### src/rtl/tmdu_pkg.sv
// Shared types, codes and sizes for the tape machine data unit.
// No dependencies; every other file but tmdu_ram imports this package.
package tmdu_pkg;

	localparam int TAPE_DEPTH = 4096;
	localparam int ADDR_W     = $clog2(TAPE_DEPTH);
	localparam int PTR_W      = 12;
	localparam int CNT_W      = 16;
	localparam int BYTE_W     = 8;
	localparam int TYPE_W     = 3;
	localparam int STAT_W     = 2;
	localparam int KIND_W     = 3;
	localparam int APB_AW     = 3;
	localparam int APB_DW     = 32;
	localparam int Q_DEPTH    = 2;
	localparam int Q_IDX_W    = $clog2(Q_DEPTH);

	// request codes on the input channel
	localparam logic [TYPE_W-1:0] REQ_LEFT   = 3'd0;
	localparam logic [TYPE_W-1:0] REQ_RIGHT  = 3'd1;
	localparam logic [TYPE_W-1:0] REQ_INC    = 3'd2;
	localparam logic [TYPE_W-1:0] REQ_DEC    = 3'd3;
	localparam logic [TYPE_W-1:0] REQ_OUTPUT = 3'd4;
	localparam logic [TYPE_W-1:0] REQ_INPUT  = 3'd5;

	// result status
	localparam logic [STAT_W-1:0] ST_OK        = 2'd0;
	localparam logic [STAT_W-1:0] ST_UNDERFLOW = 2'd1;
	localparam logic [STAT_W-1:0] ST_OVERFLOW  = 2'd2;
	localparam logic [STAT_W-1:0] ST_INPUT_ERR = 2'd3;

	// decoded command kinds handed from front to back
	localparam logic [KIND_W-1:0] K_NOP   = 3'd0;
	localparam logic [KIND_W-1:0] K_LEFT  = 3'd1;
	localparam logic [KIND_W-1:0] K_RIGHT = 3'd2;
	localparam logic [KIND_W-1:0] K_ADD   = 3'd3;
	localparam logic [KIND_W-1:0] K_STORE = 3'd4;
	localparam logic [KIND_W-1:0] K_EMIT  = 3'd5;
	localparam logic [KIND_W-1:0] K_ERR   = 3'd6;

	// register indexes (byte address / 4)
	localparam logic CFG_OUT_EN = 1'b0;
	localparam logic CFG_IN_EN  = 1'b1;

	typedef struct packed {
		logic [KIND_W-1:0] kind;
		logic [CNT_W-1:0]  count;  // pointer distance or emit repeats
		logic [BYTE_W-1:0] value;  // cell delta or byte to store
	} cmd_t;

endpackage

### src/rtl/tmdu_queue.sv
// Short command queue between front and back ends.
// Depends on tmdu_pkg.
module tmdu_queue (
	input  logic           clk,
	input  logic           arst_n,
	input  logic           push,
	input  tmdu_pkg::cmd_t push_cmd,
	output logic           full,
	input  logic           pop,
	output logic           head_v,
	output tmdu_pkg::cmd_t head
);
	import tmdu_pkg::*;

	cmd_t               entry_q [Q_DEPTH];
	logic [Q_IDX_W-1:0] wr_ptr_q;
	logic [Q_IDX_W-1:0] rd_ptr_q;
	logic [Q_IDX_W:0]   cnt_q;

	assign full   = (cnt_q == (Q_IDX_W+1)'(Q_DEPTH));
	assign head_v = (cnt_q != '0);
	assign head   = entry_q[rd_ptr_q];

	always_ff @(posedge clk) begin
		if (push) begin
			entry_q[wr_ptr_q] <= push_cmd;
		end
	end

	always_ff @(posedge clk or negedge arst_n) begin
		if (!arst_n) begin
			wr_ptr_q <= '0;
			rd_ptr_q <= '0;
			cnt_q    <= '0;
		end else begin
			if (push) begin
				wr_ptr_q <= wr_ptr_q + 1'b1;
			end
			if (pop) begin
				rd_ptr_q <= rd_ptr_q + 1'b1;
			end
			case ({push, pop})
				2'b10:   cnt_q <= cnt_q + 1'b1;
				2'b01:   cnt_q <= cnt_q - 1'b1;
				default: cnt_q <= cnt_q;
			endcase
		end
	end
endmodule

### config.mk
export PLATFORM = sky130hd
export DESIGN_NAME = tmdu_queue
export DESIGN_NICKNAME = d
export VERILOG_FILES = /design/src/rtl/tmdu_pkg.sv /design/src/rtl/tmdu_queue.sv
export SDC_FILE = /design/constraint.sdc
export NUM_CORES = 1
export LEC_CHECK = 0
export ABC_AREA = 1
export BUFFER_PORTS_ARGS = -buffer_cell sky130_fd_sc_hd__buf_2
export CORE_ASPECT_RATIO = 1.75
export CORE_MARGIN = 1
export CORE_UTILIZATION = 45
export DETAILED_ROUTE_END_ITERATION = 8
export GPL_ROUTABILITY_DRIVEN = 0
export GPL_TIMING_DRIVEN = 0
export PLACE_DENSITY_LB_ADDON = 0.3
export REMOVE_ABC_BUFFERS = 1
export SYNTH_ARGS = -nofsm -noshare
export SYNTH_HDL_FRONTEND = slang
export SYNTH_SLANG_ARGS = --single-unit
export TNS_END_PERCENT = 30
### constraint.sdc
create_clock -name clk -period 3.05 [get_ports clk]
set_clock_uncertainty 0.2 [all_clocks]
set_input_delay 0.7625 -clock clk [delete_from_list [all_inputs] [get_ports clk]]
set_output_delay 0.7625 -clock clk [all_outputs]
set_load 0.005 [all_outputs]
=== Yosys cells after proc, flatten, opt, wreduce, memory -nomap -nowiden ===
Memory sizes are Yosys's and may differ from the RTL's.
Index checks and enable logic that the tools add are counted.

* Bits in registers: 4
* Bits in writable memories: 54
* Output and inout port bits: 29
* Word-level logic and storage cells: 16
* Memories: 1

{| class="wikitable"
|+ Memories
! name !! depth !! bits a word !! rd ports !! clocked after memory_dff !! write ports !! line !! RTL
|-
| entry_q || 2 || 27 || 1 || 0 || 1 || tmdu_queue.sv:15 || <nowiki>cmd_t entry_q [Q_DEPTH];</nowiki>
|}

* Add/sub/neg operators: 4
* Eq/ne operators: 3
* Mux-type cells: 3
* Reduce and logical (&&, ||, !) cells: 2

{| class="wikitable"
|+ Operators by type and width
! operator !! count
|-
| 2-bit equality test, second input constant || 2
|-
| 2-bit one-hot mux with 2 select lines || 1
|-
| 2-bit nonzero test || 2
|-
| 1-bit adder, second input constant || 2
|-
| 2-bit by 1-bit adder with 2-bit output, second input constant || 1
|-
| 2-bit by 1-bit equality test with 1-bit output, second input constant || 1
|-
| 1-bit two-way mux || 2
|-
| 2-bit by 1-bit subtractor with 2-bit output, second input constant || 1
|}

=== Logic depth before layout (Yosys ltp) ===
* Word-level depth: 2
* Gate-level depth with buffers: 7
* Gate-level depth less buffers: 7

=== Worst setup path before layout ===
No wires, ideal clock.

* Kind: input port to flip-flop
* Start: in push
* End: mem entry_q[0][0] (netlist bit) (enable)
* Setup time: 0.411 ns
* Arrival time: 1.958 ns
* Data required time: 2.439 ns
* Slack: 0.480 ns
* Stages: 2
* Path buffers: 0
* Path through: inv_1 > nor2_1

* Cells in the longest elaborated chain, start to end: 2

{| class="wikitable"
|+ Ends and longest elaborated chain
! element !! line !! RTL
|-
| start: declaration || tmdu_queue.sv:6 || <nowiki>input logic push,</nowiki>
|-
| 1-bit two-way mux || tmdu_queue.sv:25 || <nowiki>if (push) begin</nowiki>
|-
| 1-bit two-way mux (not written as such) || tmdu_queue.sv:26 || <nowiki>entry_q[wr_ptr_q] <= push_cmd;</nowiki>
|-
| end: declaration || tmdu_queue.sv:15 ||
|}

Every way passes these cells.

==> qor.yml <==
placement:
  placed_area_sq_mm: 0.00261
  hpwl_mm: 2.40
  portBuffers: 59
  pre_cts_ws_ns: 0.691
timing:
  setup-tns-final_ns: 0
  hold_viol: 0
  slew_viol_final: 0
  finalCritPeriodShare_pct: 83.3
  worstMarginPinSlew_ns: 1.08
  max_freq_ghz: 0.394
  timing.hold.ws_ns: 0.0332
  setup_violations: 0
  relSlewSlack_pct: 28.2
  rsz0062_at_grt: "false"
  fin_crit_ns: 2.54
  layout_setup_ws_ns: 0.511
clock_network:
  cts_root_buf: "clkbuf_8"
  clkTransAtPathRegs_ns: 0.06
  insertion_delay_ns: 0.32
  cts_max_level: 3
  clk_path_buf_depth: 2
  cts_tree: "yes"
  cts_made_buffers: 9
  ctsHoldBuffers: 0
  clkSinkCount: 58
  cts_resized: 0
  post_cts_buffers: 0
worst_setup_path:
  crit_path_start_kind: "flip-flop"
  critPathCaptureType: "output port"
  reg2reg_depth: 2
  crit_arrival_ns: 1.58
  r2r_setup_slack_ns: 1.19
  worstSetupPathType: "flip-flop to output port"
  cp_max_fo: 31
  r2r_start: "wr_ptr_q"
  r2r-end: "entry_q[1][14]"
  critical_path_required_ns: 2.09
cells_and_area:
  design_area_sq_mm: 0.00278
  post-route-util_pct: 56.2
  final_layout_size_suffix_gt1_share_pct: 39.1
  area_growth_pct: 21.2
  fillers: 440
  n_antenna_cell: 0
  nNetsFinal: 262
floorplan:
  die-width_um: 55.9
  core_sq_mm: 0.00493
  die_area_sq_mm: 0.00539
  num_rows: 34
  start_util_pct: 46.4
  ios: 60
  die_h_um: 96.4
synthesis:
  seq_area_frac_synth_pct: 75.2
  synth_top_area_cell: "edfxtp_1"
  synth_area_per_cell_sq_um: 13.9
  synth_seq_cells: 58
  yosysMostFrequentCell: "edfxtp_1"
  ys_types: 14
  synthTopCellsByCount: "edfxtp_1, inv_1, nand2_1"
  synth.top_cell.area_share_pct: 70.8
  synthCells: 165
  synth_edf_count: 54
  synth_area_sq_mm: 0.00229
  ys_warn_count: 0
  ys.flop_type: "edfxtp_1"
  yosys-top-cells-area: "edfxtp_1, o21ai_2, inv_1"
  async_flop_share_pct: 6.90
routing:
  via_count: 1378
  wl_per_cell_um: 12.8
  routed_via_density: 4.77
  firstDrtPassIters: 4
  drtIter0Drc: 31
  antenna_left: 0
  routed_wl_mm: 3.69
  drc: 0
global_route:
  overflow: 0
  antenna_found_initial: 0
  grt_pass1_vias: 1282
  grt_pass1_wl_mm: 5.78
  grt_max_degree: 32
  grt_usage_pct: 15.1
pwr:
  swShare_pct: 31.9
  power.density_mw_per_mm2: 872
  combPwrFrac_pct: 27.8
  leakagePower_nw: 1.21
  pwr-share-seq_pct: 48.6
  p_int_w: 0.00165
  power_switching_w: 0.000771
  p_clk_share_pct: 23.7
  ir_drop_v: 0.000637
job:
  max_cap_viol_count: 0
outcome:
  status: "completed"
hold_path:
  holdCritPathClass: "input port to async pin"
==> layout by cell type, fill, tap and decap left out, types with 2 or more instances in the layout <==
cell type / count
buf_2: 59
edfxtp_1: 54
inv_1: 33
nand2_1: 33
o21ai_2: 16
clkbuf_8: 9
o21ai_1: 7
o21ai_0: 4
clkinv_2: 3
dfrtp_1: 3
xor2_1: 2
clkinvlp_4: 2
==> area by class of cell <==
class / instances / area (sq um) / share of cell area (%)
repair buffers: 60 / 315 / 11.4
well taps: 54 / 67.6 / 2.43
clock inverters: 6 / 33.8 / 1.22
inverters: 33 / 124 / 4.46
multi-input cells: 68 / 384 / 13.8
clock buffers: 10 / 128 / 4.60
flip-flops and latches: 58 / 1720 / 62.1
==> through the flow <==
stage	std cells	total power, W
6_report	289	0.00242
5_1_grt	289	0.00258
4_1_cts	289	0.00247
3_5_place_dp	273	0.00189
3_3_place_gp	272	0.00184
2_1_floorplan	159	0.00154
==> logic make-up (layout without fill, tap and decap cells) <==
family	count (synthesis)	after routing	synth area share (%)
flops	58	58	75.2
buf+inv	39	109	8.36
simple gates	37	37	6.23
compound gates	27	27	8.52
xor+xnor	3	3	1.15
fa+ha+maj	1	1	0.546
==> worst max-delay path: stages, from the launching register on <==
cell,delay (ns)
dfrtp_2,0.70
buf_12,0.26
nand2_1,0.09
o21ai_2,0.06
buf_2,0.12
==> layer usage <==
metal / share of wire [%] / global-route usage (%)
met1: 37 / 14.9
met2: 56 / 26.3
met3: 5.7 / 5.38
met4: 2.1 / 10.4
met5: 0 / 0
==> power groups by stage <==
| stage | Clock (W) | Sequential (W) | Combinational, W |
|---|---|---|---|
| 2_1_floorplan | 0 | 0.00121 | 0.000337 |
| 3_3_place_gp | 0 | 0.00125 | 0.000589 |
| 3_5_place_dp | 0 | 0.00119 | 0.000691 |
| 4_1_cts | 0.000595 | 0.00118 | 0.000694 |
| 5_1_grt | 0.000622 | 0.00120 | 0.000765 |
| 6_report | 0.000573 | 0.00118 | 0.000672 |
==> sequential cells by signal (all words and copies together) (netlist names) <==
signal	flops
rd_ptr_q	1
wr_ptr_q	1
cnt_q	2
entry_q	54
==> worst max-delay path by stage <==
stage	from	to	slack [ns]	cells after the start
2_1_floorplan	rd_ptr_q	head[14]	0.46	1
3_3_place_gp	push	entry_q[0][0]	-0.39	3
3_5_place_dp	push	entry_q[1][3]	0.69	3
4_1_cts	rd_ptr_q	head[14]	0.46	4
5_1_grt	rd_ptr_q	head[10]	0.35	4
6_report	rd_ptr_q	head[20]	0.51	4
(Power assumes the default switching activity.)
