$ cat config.mk
export PLATFORM = sky130hd
export DESIGN_NAME = tmdu_front_flat
export DESIGN_NICKNAME = d
export VERILOG_FILES = /design/src/rtl/tmdu_pkg.sv /design/src/rtl/tmdu_req_if.sv /design/src/rtl/tmdu_front.sv /design/src/flat_wrapper.sv
export SDC_FILE = /design/constraint.sdc
export NUM_CORES = 1
export LEC_CHECK = 0
export BUFFER_PORTS_ARGS = -buffer_cell sky130_fd_sc_hd__buf_2
export CORE_ASPECT_RATIO = 2
export CORE_MARGIN = 8
export CORE_UTILIZATION = 25
export CTS_BUF_LIST = sky130_fd_sc_hd__clkbuf_2 sky130_fd_sc_hd__clkbuf_4 sky130_fd_sc_hd__clkbuf_8
export DETAILED_ROUTE_END_ITERATION = 8
export PLACE_DENSITY = 0.71
export SLEW_MARGIN = 15
export SYNTH_ARGS = -nofsm -noshare
export SYNTH_HDL_FRONTEND = slang
export SYNTH_SLANG_ARGS = --single-unit
$ cat constraint.sdc
create_clock -name clk -period 1.9 [get_ports clk]
set_input_delay 0 -clock clk [delete_from_list [all_inputs] [get_ports clk]]
set_output_delay 0 -clock clk [all_outputs]
set_load 0.01 [all_outputs]
$ cat src/rtl/tmdu_pkg.sv
// Shared types, codes and sizes for the tape machine data unit.
// No dependencies; every other file but tmdu_ram imports this package.
package tmdu_pkg;

	localparam int TAPE_DEPTH = 4096;
	localparam int ADDR_W     = $clog2(TAPE_DEPTH);
	localparam int PTR_W      = 12;
	localparam int CNT_W      = 16;
	localparam int BYTE_W     = 8;
	localparam int TYPE_W     = 3;
	localparam int STAT_W     = 2;
	localparam int KIND_W     = 3;
	localparam int APB_AW     = 3;
	localparam int APB_DW     = 32;
	localparam int Q_DEPTH    = 2;
	localparam int Q_IDX_W    = $clog2(Q_DEPTH);

	// request codes on the input channel
	localparam logic [TYPE_W-1:0] REQ_LEFT   = 3'd0;
	localparam logic [TYPE_W-1:0] REQ_RIGHT  = 3'd1;
	localparam logic [TYPE_W-1:0] REQ_INC    = 3'd2;
	localparam logic [TYPE_W-1:0] REQ_DEC    = 3'd3;
	localparam logic [TYPE_W-1:0] REQ_OUTPUT = 3'd4;
	localparam logic [TYPE_W-1:0] REQ_INPUT  = 3'd5;

	// result status
	localparam logic [STAT_W-1:0] ST_OK        = 2'd0;
	localparam logic [STAT_W-1:0] ST_UNDERFLOW = 2'd1;
	localparam logic [STAT_W-1:0] ST_OVERFLOW  = 2'd2;
	localparam logic [STAT_W-1:0] ST_INPUT_ERR = 2'd3;

	// decoded command kinds handed from front to back
	localparam logic [KIND_W-1:0] K_NOP   = 3'd0;
	localparam logic [KIND_W-1:0] K_LEFT  = 3'd1;
	localparam logic [KIND_W-1:0] K_RIGHT = 3'd2;
	localparam logic [KIND_W-1:0] K_ADD   = 3'd3;
	localparam logic [KIND_W-1:0] K_STORE = 3'd4;
	localparam logic [KIND_W-1:0] K_EMIT  = 3'd5;
	localparam logic [KIND_W-1:0] K_ERR   = 3'd6;

	// register indexes (byte address / 4)
	localparam logic CFG_OUT_EN = 1'b0;
	localparam logic CFG_IN_EN  = 1'b1;

	typedef struct packed {
		logic [KIND_W-1:0] kind;
		logic [CNT_W-1:0]  count;  // pointer distance or emit repeats
		logic [BYTE_W-1:0] value;  // cell delta or byte to store
	} cmd_t;

endpackage

$ cat src/rtl/tmdu_req_if.sv
// Request channel of the tape machine data unit: valid/ready plus payload.
// Depends on tmdu_pkg.
interface tmdu_req_if;
	import tmdu_pkg::*;

	logic              valid;
	logic              ready;
	logic [TYPE_W-1:0] req_type;
	logic [CNT_W-1:0]  repeat_count;
	logic [BYTE_W-1:0] input_byte;
	logic              input_at_end;
	logic              input_failed;

	modport source (output valid, req_type, repeat_count, input_byte, input_at_end,
		input_failed, input ready);
	modport sink (input valid, req_type, repeat_count, input_byte, input_at_end,
		input_failed, output ready);
endinterface

$ cat src/rtl/tmdu_front.sv
// Front end: configuration registers and request decode into commands.
// Depends on tmdu_pkg and tmdu_req_if.
module tmdu_front (
	input  logic                          clk,
	input  logic                          arst_n,
	input  logic                          psel,
	input  logic                          penable,
	input  logic                          pwrite,
	input  logic [tmdu_pkg::APB_AW-1:0]   paddr,
	input  logic [tmdu_pkg::APB_DW-1:0]   pwdata,
	output logic [tmdu_pkg::APB_DW-1:0]   prdata,
	output logic                          pready,
	tmdu_req_if.sink                      req,
	input  logic                          q_full,
	input  logic                          clearing,
	output logic                          push,
	output tmdu_pkg::cmd_t                push_cmd
);
	import tmdu_pkg::*;

	logic out_en_q;
	logic in_en_q;
	logic cfg_wr;
	logic cfg_idx;

	assign pready  = 1'b1;
	assign cfg_wr  = psel && penable && pwrite;
	assign cfg_idx = paddr[APB_AW-1];

	always_ff @(posedge clk or negedge arst_n) begin
		if (!arst_n) begin
			out_en_q <= 1'b1;
			in_en_q  <= 1'b1;
		end else if (cfg_wr) begin
			case (cfg_idx)
				CFG_OUT_EN: out_en_q <= pwdata[0];
				CFG_IN_EN:  in_en_q  <= pwdata[0];
				default: ;
			endcase
		end
	end

	always_comb begin
		case (cfg_idx)
			CFG_OUT_EN: prdata = APB_DW'(out_en_q);
			CFG_IN_EN:  prdata = APB_DW'(in_en_q);
			default:    prdata = '0;
		endcase
	end

	assign req.ready = !q_full && !clearing;
	assign push      = req.valid && req.ready;

	// resolve enables and input-source flags here so the back end only
	// sees pointer moves, cell adds, stores, emits, no-ops and faults
	always_comb begin
		push_cmd.kind  = K_NOP;
		push_cmd.count = req.repeat_count;
		push_cmd.value = '0;
		case (req.req_type)
			REQ_LEFT:  push_cmd.kind = K_LEFT;
			REQ_RIGHT: push_cmd.kind = K_RIGHT;
			REQ_INC: begin
				push_cmd.kind  = K_ADD;
				push_cmd.value = req.repeat_count[BYTE_W-1:0];
			end
			REQ_DEC: begin
				push_cmd.kind  = K_ADD;
				push_cmd.value = ~req.repeat_count[BYTE_W-1:0] + 8'd1;
			end
			REQ_OUTPUT: begin
				if (out_en_q && (req.repeat_count != '0)) begin
					push_cmd.kind = K_EMIT;
				end
			end
			REQ_INPUT: begin
				if (!in_en_q) begin
					push_cmd.kind = K_STORE;
				end else if (req.repeat_count == '0) begin
					push_cmd.kind = K_NOP;
				end else if (req.input_at_end) begin
					push_cmd.kind = K_STORE;
				end else if (req.input_failed) begin
					push_cmd.kind = K_ERR;
				end else begin
					push_cmd.kind  = K_STORE;
					push_cmd.value = req.input_byte;
				end
			end
			default: push_cmd.kind = K_NOP;
		endcase
	end
endmodule

$ cat src/flat_wrapper.sv
// flat-port wrapper written by rule: the top's interface ports become plain ports
module tmdu_front_flat import tmdu_pkg::*;
  (clk, arst_n, psel, penable, pwrite, paddr, pwdata, prdata, pready, q_full, clearing, push, push_cmd, req_valid, req_req_type, req_repeat_count, req_input_byte, req_input_at_end, req_input_failed, req_ready);
  tmdu_req_if req_i ();
  input  logic clk;
  input  logic arst_n;
  input  logic psel;
  input  logic penable;
  input  logic pwrite;
  input  logic [tmdu_pkg::APB_AW-1:0] paddr;
  input  logic [tmdu_pkg::APB_DW-1:0] pwdata;
  output logic [tmdu_pkg::APB_DW-1:0] prdata;
  output logic pready;
  input  logic q_full;
  input  logic clearing;
  output logic push;
  output tmdu_pkg::cmd_t push_cmd;
  input wire logic [$bits(req_i.valid)-1:0] req_valid;
  input wire logic [$bits(req_i.req_type)-1:0] req_req_type;
  input wire logic [$bits(req_i.repeat_count)-1:0] req_repeat_count;
  input wire logic [$bits(req_i.input_byte)-1:0] req_input_byte;
  input wire logic [$bits(req_i.input_at_end)-1:0] req_input_at_end;
  input wire logic [$bits(req_i.input_failed)-1:0] req_input_failed;
  output wire logic [$bits(req_i.ready)-1:0] req_ready;
  assign req_i.valid = req_valid;
  assign req_i.req_type = req_req_type;
  assign req_i.repeat_count = req_repeat_count;
  assign req_i.input_byte = req_input_byte;
  assign req_i.input_at_end = req_input_at_end;
  assign req_i.input_failed = req_input_failed;
  assign req_ready = req_i.ready;
  tmdu_front u_core (.clk(clk), .arst_n(arst_n), .psel(psel), .penable(penable), .pwrite(pwrite), .paddr(paddr), .pwdata(pwdata), .prdata(prdata), .pready(pready), .req(req_i), .q_full(q_full), .clearing(clearing), .push(push), .push_cmd(push_cmd));
endmodule
---- Word level (Yosys, flattened, before mapping) ----
Index checks and enable logic that the tools add are counted.
storage, ports and cells
  bits of input ports ..................... 72
  register bits ........................... 2
  logic and storage cells ................. 35
  output and inout bits ................... 62
operators by class
  bitwise operators ....................... 2
  equal/unequal tests ..................... 5
  reduce and logical (&&, ||, !) cells .... 13
  add/sub/neg operators ................... 1
  multiplexer cells ....................... 12
operator list
  cell                                                                    number
  32-bit one-hot mux with 2 select lines                                  1
  8-bit 2-to-1 mux                                                        4
  8-bit one-hot mux with 3 select lines                                   1
  16-bit zero test                                                        1
  16-bit nonzero test                                                     1
  3-bit one-hot mux with 5 select lines                                   1
  3-bit 2-to-1 mux                                                        4
  8-bit by 1-bit adder with 8-bit output (second input constant)          1
  8-bit NOT                                                               1
  3-bit by 2-bit equality test with 1-bit output (second input constant)  2
  3-bit equality test (second input constant)                             2
  1-bit logical AND                                                       5
  2-bit AND reduction                                                     2
  3-bit by 1-bit equality test with 1-bit output (second input constant)  1
  3-bit zero test                                                         1
  1-bit zero test                                                         2
  2-bit 2-to-1 mux                                                        1
  2-bit OR reduction                                                      1
  1-bit NOT                                                               1

---- Longest topological paths before layout ----
  word-level depth ........................ 5
  gate-level depth with buffers ........... 7
  depth with buffers taken out ............ 6

---- Worst setup path after synthesis ----
OpenSTA, ideal clock, no wires.
  kind .................................... input-to-output
  start ................................... input req_repeat_count[0]
  end ..................................... output push_cmd[0] in the netlist's numbering
  required time ........................... 1.900 ns
  buffers on the path ..................... 1
  stages .................................. 7
  setup slack ............................. 0.715 ns
  arrival ................................. 1.185 ns
  cell sequence ........................... inv_1 > ha_1 > nor3b_1 > nand4_1 > nor4_1 > buf_2 > o22ai_1
RTL lines
  element          line                RTL
  start, declared  flat_wrapper.sv:20  input wire logic [$bits(req_i.repeat_count)-1:0] req_repeat_count;
  end, declared    flat_wrapper.sv:17  output tmdu_pkg::cmd_t push_cmd;

==> summary by stage <==
Outcome
The flow ran to the end, and the final reports show no timing, DRC or antenna violations.

Global routing
The total global routing track utilization is 0.0916. The final global-route overflow total is 0. The via count of the first global-routing pass is 1026. The pin count of the biggest net entering global routing is 12. The wire length of the first global-routing pass is 4.25 mm.

The initial antenna violation count is 0.

Clocking
The clock slew seen by the registers of the worst setup and hold paths is about 0.030 ns. The number of clock buffers added by TritonCTS is 3. In this run the number of H-tree levels came out at 1. The number of gates resized after CTS was 0. The library cell used as clock root buffer is clkbuf_8. TritonCTS built the clock tree. The TritonCTS sink count is 2.

At the later pin of the worst-skew pair, clock insertion delay measures 0.21 ns. No sink is reached through more buffers than the 2 on the longest clock path.

Worst setup path
The critical path is of the reg2out type. The slowest stage of the critical path is the dfstp_2 cell. The largest single stage delay on the critical path is 0.54 ns. The family of cells with the greatest summed delay on the critical path is flip-flops. The critical path goes through and4b_1 -> nand3b_1 -> o22ai_1 -> buf_2.

The critical register-to-register path startpoint is u_core.out_en_q. STA puts the critical path data required time at approximately 1.9 ns. The register-to-register setup slack is 1.03 ns. In this run the critical register-to-register path is captured at u_core.out_en_q. The worst setup path is captured at an output port. The worst register-to-register path has a depth of 2. In this run the worst path has a maximum fanout of 9. For the worst setup path, the data arrival time is 1.56 ns. Together, buffers and inverters on the worst path number 1. The startpoint kind of the worst setup timing path is a flop.

Pwr
The ratio of total power to cell area is 429 nW/µm². In this run the static leakage power is 0.591 nW. The total power consumption of the routed design is 451 µW. Across the VDD grid, the largest voltage drop is 495 µV.

Finish
The final instance area is 1050 µm². The area growth from synthesis to layout is 20.5%. The number of standard cells in the final layout excluding fillers is slightly above 200. In the final layout, the share of cells above drive strength 1 is 0.453. Once layout is complete, the utilization of the core stands at 0.311. After the last flow step, the layout net total stands at roughly 250. The number of antenna cells inserted is 0.

Synth
The number of enable-type register cells in the synthesized netlist is 0. The distinct cell type count of the synthesized netlist is 33. In the synthesized netlist, the number of instances is around 120. The synthesized-area fraction occupied by ao, oa, aoi and oai cells was 0.176.

The share of synthesized cell area in and, or, nand and nor gates is 0.214. The dominant combinational cell family by area after synthesis is buffers and inverters. The fraction of synthesized cell area in xor and xnor cells is 0.0502. The synthesis-stage register bit count is 2. The area of the mapped netlist is roughly 870 µm².

In the synthesized netlist the dominant register cell turns out to be dfstp_2. The yosys synthesis warning count is 0. After synthesis, the share of flip-flops with an asynchronous set or reset is 1.00. The synthesized area per cell is 7.21 µm². Measured against the total synthesized area, the mux share comes to 0.0244. The sequential cell area fraction in the yosys report is 0.0603.

Of the total synthesized cell area, the portion taken by full adders, half adders and majority gates is 0.0143.

Job
Max-cap violations in this run came to 0.

Die
The die height is about 100 µm. The floorplan has 30 rows. about 130 I/O pins were placed. The placeable core area is 3380 µm².

The die covers 5750 µm². The initial cell density of the core is 0.258. The die width is 57.8 µm.

Placed design
The number of cells in the design after placement is 200. The count of buffers added on input and output ports is 68. The placed instance area is about 1000 µm². The post-placement setup slack is 0.336 ns. Summed over all nets, the half-perimeter wirelength after detailed placement is 2.56 mm.

The congestion estimate from routability-driven global placement came to around 0.69.

Route
After detailed routing, the number of remaining DRC violations is 0. The average vias per placed instance is 4.36. Detailed routing placed a total of about 410 µm of wire on met3.

The antenna violation net count after detailed routing is 0. The average wire length per cell after detail routing is 14.1 µm. In the final routing, the length of wire on met1 measures slightly above 1 mm. The pre-antenna-repair detailed-routing pass consisted of 2 iterations. The number of DRC markers after the initial detailed-route iteration is 5.

The total vias in the final route is 889. The length of routed met2 wiring is 1.43 mm. The highest metal layer carrying signal wires in the routed design is met4. The final layout contains routed wiring with a total length of 2.87 mm.

Timing
The setup TNS is 0 ns. The achievable frequency is 640 MHz. The final worst hold slack is ~0.041 ns. After layout, the minimum clock period comes to 1.56 ns. The number of endpoints with negative hold slack in the final report is 0. Across all setup checks in the final design, the least slack found is approximately 0.34 ns. The count of final max-slew check failures is 0.

Setup repair after global routing left no endpoint under its margin. The final clock skew is 0 ns. The final worst-path cycle share is 0.822. The number of setup violations in the final report is 0.

Worst hold path
For hold timing, the worst endpoint is u_core.out_en_q. The startpoint identified for the worst hold timing path is pwdata[0]. The worst hold path was traced through 3 stages. The path class of the tightest hold or removal check is in2reg.
timing repair:
item	4_1_cts	5_1_grt
setup buffers	0	0
endpoints found under the hold margin	2	0
hold buffers	1	0
worst max path at each step:
stage                        start     endpoint  slack (ns)  depth (start not counted)
2_1_floorplan  req_repeat_count[0]  push_cmd[0]        0.72                          7
3_3_place_gp   req_repeat_count[0]  push_cmd[0]        0.30                          9
3_5_place_dp   req_repeat_count[0]  push_cmd[0]        0.34                          9
4_1_cts        req_repeat_count[0]  push_cmd[0]        0.31                          9
5_1_grt        req_repeat_count[0]  push_cmd[0]        0.22                          9
6_report            u_core.in_en_q  push_cmd[1]        0.34                          4
area by class of cell:
type                    count  area, µm²
clock buffers               3       41.3
well taps                  32       40.0
multi-input cells          93        544
repair buffers             70        358
flip-flops and latches      2       52.6
fillers                   387       2330
inverters                   4       15.0
power by group:
group          internal (mW)  leakage [nW]  switching, mW
Combinational         0.0894         0.548          0.131
Clock                  0.134        0.0216         0.0309
Sequential            0.0590        0.0210        0.00693
Total                  0.282         0.591          0.169
per-layer routing:
metal,global-route usage,up-vias
li1,-,441
met1,0.0798,374
met2,0.169,72
met3,0.0492,2
met4,0.0342,0
met5,0,-
worst reg2reg max path, stage by stage (launching register included):
cell and delay [ns]:
dfstp_2 0.52, inv_1 0.06, o21ai_0 0.20
cell families after synthesis:
| kind of cell | after synthesis |
|---|---|
| flip-flops | 2 |
| XOR/XNOR | 5 |
| adder cells (fa/ha/maj) | 1 |
| AND/OR/NAND/NOR | 31 |
| buffers and inverters | 56 |
| AO/OA/AOI/OAI | 22 |
| multiplexers | 2 |
| other | 2 |
sequential cells by signal (all words and copies together), names as in the netlist:
register         cells
u_core.in_en_q       1
u_core.out_en_q      1
cell usage after synthesis (2+ instances only):
library cell,instances,share of area
buf_4,48,0.41
nand3b_1,8,0.069
o22ai_1,8,0.057
nor2_1,7,0.030
o21ai_0,7,0.040
inv_1,4,0.017
xor2_1,4,0.040
buf_2,3,0.017
nand2_1,3,0.013
a21oi_1,2,0.011
conb_1,2,0.0086
dfstp_2,2,0.060
nand4_1,2,0.014
nor4_1,2,0.014
cell usage in the layout (no fill, tap or decap), types with 2 or more instances in the layout:
master / Yosys / final
nor2_1: 7 / 7
nand4_1: 2 / 2
conb_1: 2 / 32
o21ai_0: 7 / 7
xor2_1: 4 / 4
a21oi_1: 2 / 2
inv_1: 4 / 4
dfstp_2: 2 / 2
clkbuf_8: 0 / 3
nand3b_1: 8 / 8
nand2_1: 3 / 3
o22ai_1: 8 / 8
buf_2: 3 / 68
Note: power is estimated with default switching activity, not from simulation.
